`src/rtl/core/obsd_ram.sv`:
```
`default_nettype none

module obsd_ram #(
	parameter int WIDTH = 8,
	parameter int DEPTH = 16
) (
	input  wire logic                     clk,
	input  wire logic                     we,
	input  wire logic [$clog2(DEPTH)-1:0] waddr,
	input  wire logic [WIDTH-1:0]         wdata,
	input  wire logic                     re,
	input  wire logic [$clog2(DEPTH)-1:0] raddr,
	output logic      [WIDTH-1:0]         rdata
);

	logic [WIDTH-1:0] mem_q [DEPTH];

	always_ff @(posedge clk) begin
		if (we) begin
			mem_q[waddr] <= wdata;
		end
		if (re) begin
			rdata <= mem_q[raddr];
		end
	end

endmodule

`default_nettype wire

```
`config.mk`:
```
export PLATFORM = sky130hd
export DESIGN_NAME = obsd_ram
export DESIGN_NICKNAME = d
export VERILOG_FILES = /design/src/rtl/core/obsd_ram.sv
export SDC_FILE = /design/constraint.sdc
export NUM_CORES = 1
export LEC_CHECK = 0
export ABC_CLOCK_PERIOD_IN_PS = 2350
export BUFFER_PORTS_ARGS = -buffer_cell sky130_fd_sc_hd__buf_2
export CORE_ASPECT_RATIO = 0.9
export CORE_MARGIN = 10
export CORE_UTILIZATION = 50
export CTS_CLUSTER_DIAMETER = 100
export DETAILED_ROUTE_END_ITERATION = 8
export PLACE_DENSITY = 0.73
export REMOVE_ABC_BUFFERS = 1
export SYNTH_ARGS = -nofsm -noshare
export SYNTH_HDL_FRONTEND = slang
export SYNTH_SLANG_ARGS = --single-unit
```
`constraint.sdc`:
```
create_clock -name clk -period 2.35 [get_ports clk]
set_clock_uncertainty 0.15 [all_clocks]
set_input_delay 0.47 -clock clk [delete_from_list [all_inputs] [get_ports clk]]
set_output_delay 0.47 -clock clk [all_outputs]
set_load 0.03 [all_outputs]
```
==> impl_metrics.ini, run 1 <==
[critical_path]
path_max_fanout = 13
critPathKind = in2reg
path_buf_inv = 2
timing.reg2reg.worst_path_depth = 3
worstReg2RegStart = mem_q[2][0]
crit_required_ps = 2370
critical_path_sink_type = flip-flop
critical_path.cell_chain = buf_2 -> buf_12 -> mux4_1 -> a22oi_1 -> nand2_1
reg2reg_setup_slack_ps = 710
max_stage_delay_ps = 580
setup.worst_path.start_class = input pin
timing.critical_path.max_delay_family = multiplexers
worst-endpoint-arrival_ps = 1730
slowest_stage = mux4_1
reg2reg_to = rdata[0]

[timing]
final_cycle_share_pct = 72.8
rsz0062_at_grt = no
finalWorstSetupSlack_ps = 638
slew_headroom_pct = 71.9
worst_pin_slew_ps = 420
maxSlewViolCount = 0
setup-tns-final_ps = 0
max_clock_freq_mhz = 584
setup_viol = 0
final_hold_violations = 0
period_minus_slack_ps = 1710

[clock_tree]
ctsHtreeMaxLevel = 4
cts.sinks = 136
cts_setup_buffers = 0
cts_max_path_buffers = 2
clk_pin_slew_ps = 60
cts_tree = built
clockRootBuffer = clkbuf_16
cts_buffers = 17
cts_resized = 0
holdBufCountCts = 0
clk_latency_ps = 420

[detailed_routing]
avgRoutedWirePerCell_um = 23.5
vias_per_std_cell = 5.85
route.final.wire_length_um = 10100
remaining_drc_errors = 0
detailedRoute.firstIterationViolations = 334
drt_pass1_iterations = 4
antenna_left = 0
route.vias.total = 2502

[finish]
finalCoreUtilization_pct = 61.2
areaGrowthSynthToFinish_pct = 19.9
post_route_cells_drive_above_1_share_pct = 31.8
num-nets-final = 305
final_area_sq_mm = 0.00627
antenna_cells = 0
fillCellCount = 715
instances_no_fill = 428

[synth]
ys_async_sr_fraction_pct = 0
synth_adder_area_share_pct = 0
synth_top_flop_cell = edfxtp_1
synth_simple_gate_area_share_pct = 3.14
synth_top_area_share_pct = 78.1
share_of_the_synthesized_area_in_compound_gates_ao_oa_aoi_oai_pct = 2.30
syn_inst_count = 229
synth.ff_latch_count = 136
synth.yosys.seq_area_share_pct = 78.1
synthXorXnorAreaFrac_pct = 0
count_of_flip_flops_with_a_built_in_enable_after_synthesis = 136
synth_top_family_by_area = multiplexers
netlist_top_cells_area = edfxtp_1 78%, mux4_2 7.8%, mux4_1 7.0%
synth.yosys.warnings = 0
synth_cell_types = 18
synth.area.mux_share_pct = 14.8
netlist_area_before_placement_sq_mm = 0.00523
syn-mean-instance-area_sq_um = 22.8
synthDominantAreaCellType = edfxtp_1

[grt]
grt_start_max_net_pins = 20
grt_remaining_overflow = 0
grt_first_pass_wirelength_um = 15900
grt_pass1_vias = 2781
grtUsageTotal_pct = 14.8
number_of_antenna_violations_at_the_first_check_in_global_routing = 0

[worst_hold_path]
whs_path_depth = 1
path_class_of_the_lowest_slack_min_delay_path = in2reg
hold_path_endpoint = mem_q[8][7]
hold_path_startpoint = wdata[7]

[floorplan]
ioPinCount = 27
dieWidth_um = 128
floorplan.die.height_um = 117
rows = 35
core_area_sq_mm = 0.0102
fp.dieArea_sq_mm = 0.0150
initial_core_util_pct = 51.0

[placed_design]
number_of_placed_instances_taps_included = 396
port_buffers = 26
placedInstanceArea_sq_mm = 0.00564
detailedPlace.worstSlack_ps = 190
detailedPlacementHpwl_um = 6580
gpl.final_weighted_congestion = 0.737

[run_status]
status = finished clean

[pwr]
vdd.ir_drop.worst_mv = 0.741
cellLeakagePower_nw = 2.13
power-per-cell-area_mw_per_mm2 = 932

[flow_run]
max_cap_violations = 0
## cell usage after synthesis, types with 2 or more instances
library cell     number
nor3_1                4
nand2b_1              2
nand3b_1              2
clkdlybuf4s25_2       3
buf_2                 3
edfxtp_1            136
mux4_2               18
nor2_1               13
mux4_1               14
nand2_1               9
buf_6                 3
a22oi_1              16
## logic make-up after synthesis
logic type             Yosys count
buffers and inverters           10
DFF                            136
and+or+nand+nor                 35
muxes                           32
AOI/OAI and AO/OA               16
## power breakdown
group | leakage [nW] | total (mW) | internal, mW | switching [mW]
clock | 0.295 | 2.82 | 1.87 | 0.951
combinational | 0.603 | 0.275 | 0.112 | 0.162
sequential | 1.24 | 2.75 | 2.73 | 0.0155
total | 2.13 | 5.84 | 4.71 | 1.13
## per-stage QoR
step           hold slack, ps  power (mW)
2_1_floorplan             419        2.93
3_3_place_gp              581        3.07
3_5_place_dp              600        3.08
4_1_cts                   274        5.90
5_1_grt                   276        6.03
6_report                  281        5.84
## worst reg2reg max path, stage by stage (launching register included)
cell      delay [ps]
edfxtp_1         360
mux4_1           510
a22oi_1          280
nand2_1           90
## worst max-delay path by stage
stage                  start          end  cells after the start
global route        raddr[0]     rdata[0]                      5
global placement    raddr[0]     rdata[0]                      5
finish              raddr[0]     rdata[0]                      5
CTS                 raddr[0]     rdata[0]                      5
detailed placement  raddr[0]     rdata[0]                      5
floorplan           waddr[2]  mem_q[0][0]                      2
## final cells by class
type                       count  area, sq um  share of cell area [%]
clock buffer                  18          429                    6.84
clock inverter                14          205                    3.27
multi-input combinational     83         1060                    16.9
sequential                   136         4080                    65.1
tap                          129          161                    2.57
timing repair buffer          48          333                    5.31
## routing by layer
layer / up-vias / GRT usage (%) / wire, um
li1: 1095 / - / -
met2: 108 / 22.2 / 4770
met5: - / 0 / 0
met4: 0 / 6.60 / 146
met3: 14 / 4.95 / 910
met1: 1285 / 19.3 / 4230
## cell usage in the layout, fill, tap and decap left out
master,netlist,routed
nand3b_1,2,2
clkinvlp_4,0,4
mux4_2,18,18
or3b_2,1,1
clkinv_1,0,3
nor3_1,4,4
and2_1,1,1
mux4_1,14,14
clkinv_4,0,1
edfxtp_1,136,136
and2b_1,1,1
nand3_1,1,1
nor2_1,13,13
buf_4,1,19
a22oi_1,16,16
buf_2,3,26
clkbuf_1,0,1
clkbuf_16,0,17
nand2_1,9,9
buf_12,0,3
clkinv_2,0,1
nor2b_1,1,1
nand2b_1,2,2
bufinv_16,0,5
## state kept, by name (all words and copies together) (netlist names)
register / count
rdata: 8
mem_q: 128
Note: power is estimated with default switching activity, not from simulation.
==> run 2: changes to the inputs <==
- ABC_CLOCK_PERIOD_IN_PS: 2350 -> 1460
- PLACE_DENSITY: 0.73 -> 0.76
- clock period: 2.35 -> 1.46 ns (I/O delays scaled with it)
==> impl_metrics.ini, run 2 (synthesized netlist as in run 1, its figures left out) <==
[grt]
grt_remaining_overflow = 0
grtUsageTotal_pct = 14.8
grt_first_pass_wirelength_um = 16200
grt_pass1_vias = 2734
number_of_antenna_violations_at_the_first_check_in_global_routing = 0
grt_start_max_net_pins = 22

[critical_path]
reg2reg_to = rdata[3]
worstReg2RegStart = mem_q[14][3]
worst-endpoint-arrival_ps = 1570
critical_path_sink_type = flip-flop
critPathKind = reg2reg
path_max_fanout = 1
timing.reg2reg.worst_path_depth = 3
reg2reg_setup_slack_ps = -110
setup.worst_path.start_class = flip-flop
crit_required_ps = 1460

[floorplan]
ioPinCount = 27
core_area_sq_mm = 0.0102
rows = 35
initial_core_util_pct = 51.0
dieWidth_um = 128
floorplan.die.height_um = 117
fp.dieArea_sq_mm = 0.0150

[worst_hold_path]
hold_path_startpoint = wdata[2]
path_class_of_the_lowest_slack_min_delay_path = in2reg
hold_path_endpoint = mem_q[12][2]
whs_path_depth = 1

[timing]
setup_viol = 8
finalHoldWorstSlack_ps = 108
period_minus_slack_ps = 1570
final_hold_violations = 0
max_clock_freq_mhz = 635
maxSlewViolCount = 0
finalWorstSetupSlack_ps = -114
slew_headroom_pct = 38.8
final_cycle_share_pct = 108
rsz0062_at_grt = yes
worst_pin_slew_ps = 914

[clock_tree]
cts_tree = built
cts_setup_buffers = 0
clk_latency_ps = 410
cts.sinks = 136
clockRootBuffer = clkbuf_16
cts_buffers = 17
cts_max_path_buffers = 2
clk_pin_slew_ps = 60
ctsHtreeMaxLevel = 4

[placed_design]
number_of_placed_instances_taps_included = 397
detailedPlace.worstSlack_ps = -572
port_buffers = 26
gpl.final_weighted_congestion = 0.759
detailedPlacementHpwl_um = 6650

[finish]
largest_register_ffs = 128
post_route_cells_drive_above_1_share_pct = 39.7
registers_with_the_most_flip_flops = mem_q (128), rdata (8)
num-nets-final = 306
layout_commonest_cell = edfxtp_1
antenna_cells = 0
max_flop_register = mem_q
instances_no_fill = 429
fillCellCount = 735
areaGrowthSynthToFinish_pct = 20.6
mostFrequentLayoutCells = 136 x edfxtp_1, 29 x mux4_2, 21 x buf_2

[detailed_routing]
detailedRoute.firstIterationViolations = 302
antenna_left = 0
remaining_drc_errors = 0
route.vias.total = 2449
avgRoutedWirePerCell_um = 23.8
route.final.wire_length_um = 10200
drt_pass1_iterations = 4
vias_per_std_cell = 5.71

[pwr]
power-per-cell-area_mw_per_mm2 = 1490
power_mw = 9.37
vdd.ir_drop.worst_mv = 1.32
cellLeakagePower_nw = 2.10

[run_status]
status = finished, violations left
violated_checks = setup timing

[flow_run]
max_cap_violations = 0
==> run 2: worst max path at each step <==
stage / to / slack (ps) / cells after the start / startpoint
after floorplan: mem_q[0][0] / -470 / 2 / waddr[2]
after global placement: rdata[0] / -560 / 5 / raddr[0]
after detailed placement: rdata[0] / -570 / 5 / raddr[0]
after CTS: rdata[0] / -150 / 3 / mem_q[11][0]
after global routing: rdata[2] / -170 / 3 / mem_q[3][2]
final: rdata[3] / -110 / 3 / mem_q[14][3]
==> run 2: routing by layer <==
metal | track usage (%) | routed length (um)
met1 | 19.7 | 4180
met2 | 22.2 | 5060
met3 | 5.45 | 954
met4 | 4.87 | 22
met5 | 0 | 0
==> run 2: what timing repair did <==
item | in CTS | in global routing
pin swaps | 5 | 5
resized for setup | 14 | 17
setup endpoints to repair | 12 | 13
hold buffers | 0 | 0
==> run 2: critical path, stage by stage, from the launching register on <==
cell      delay [ps]
edfxtp_1         390
mux4_2           500
a22oi_1          180
nand2_1           90
==> run 2: final cells by class <==
cell class | instances | area [sq um] | area share [%]
timing repair buffer | 49 | 372 | 5.89
clock inverter | 15 | 201 | 3.20
tap | 129 | 161 | 2.56
multi-input combinational | 83 | 1060 | 16.8
clock buffer | 17 | 425 | 6.75
sequential | 136 | 4080 | 64.8
==> run 2: stage by stage <==
step	area, sq um	TNS [ps]	utilization [%]
6_report	6300	-650	61.5
5_1_grt	6300	-1070	61.5
4_1_cts	6280	-882	61.3
3_5_place_dp	5640	-16950	55.1
3_3_place_gp	5640	-14160	55.1
2_1_floorplan	5140	-12990	-
==> run 2: report_power, final <==
group | switching (mW) | leakage [nW] | internal [mW]
Clock | 1.60 | 0.290 | 2.86
Combinational | 0.277 | 0.574 | 0.207
Sequential | 0.0277 | 1.24 | 4.40
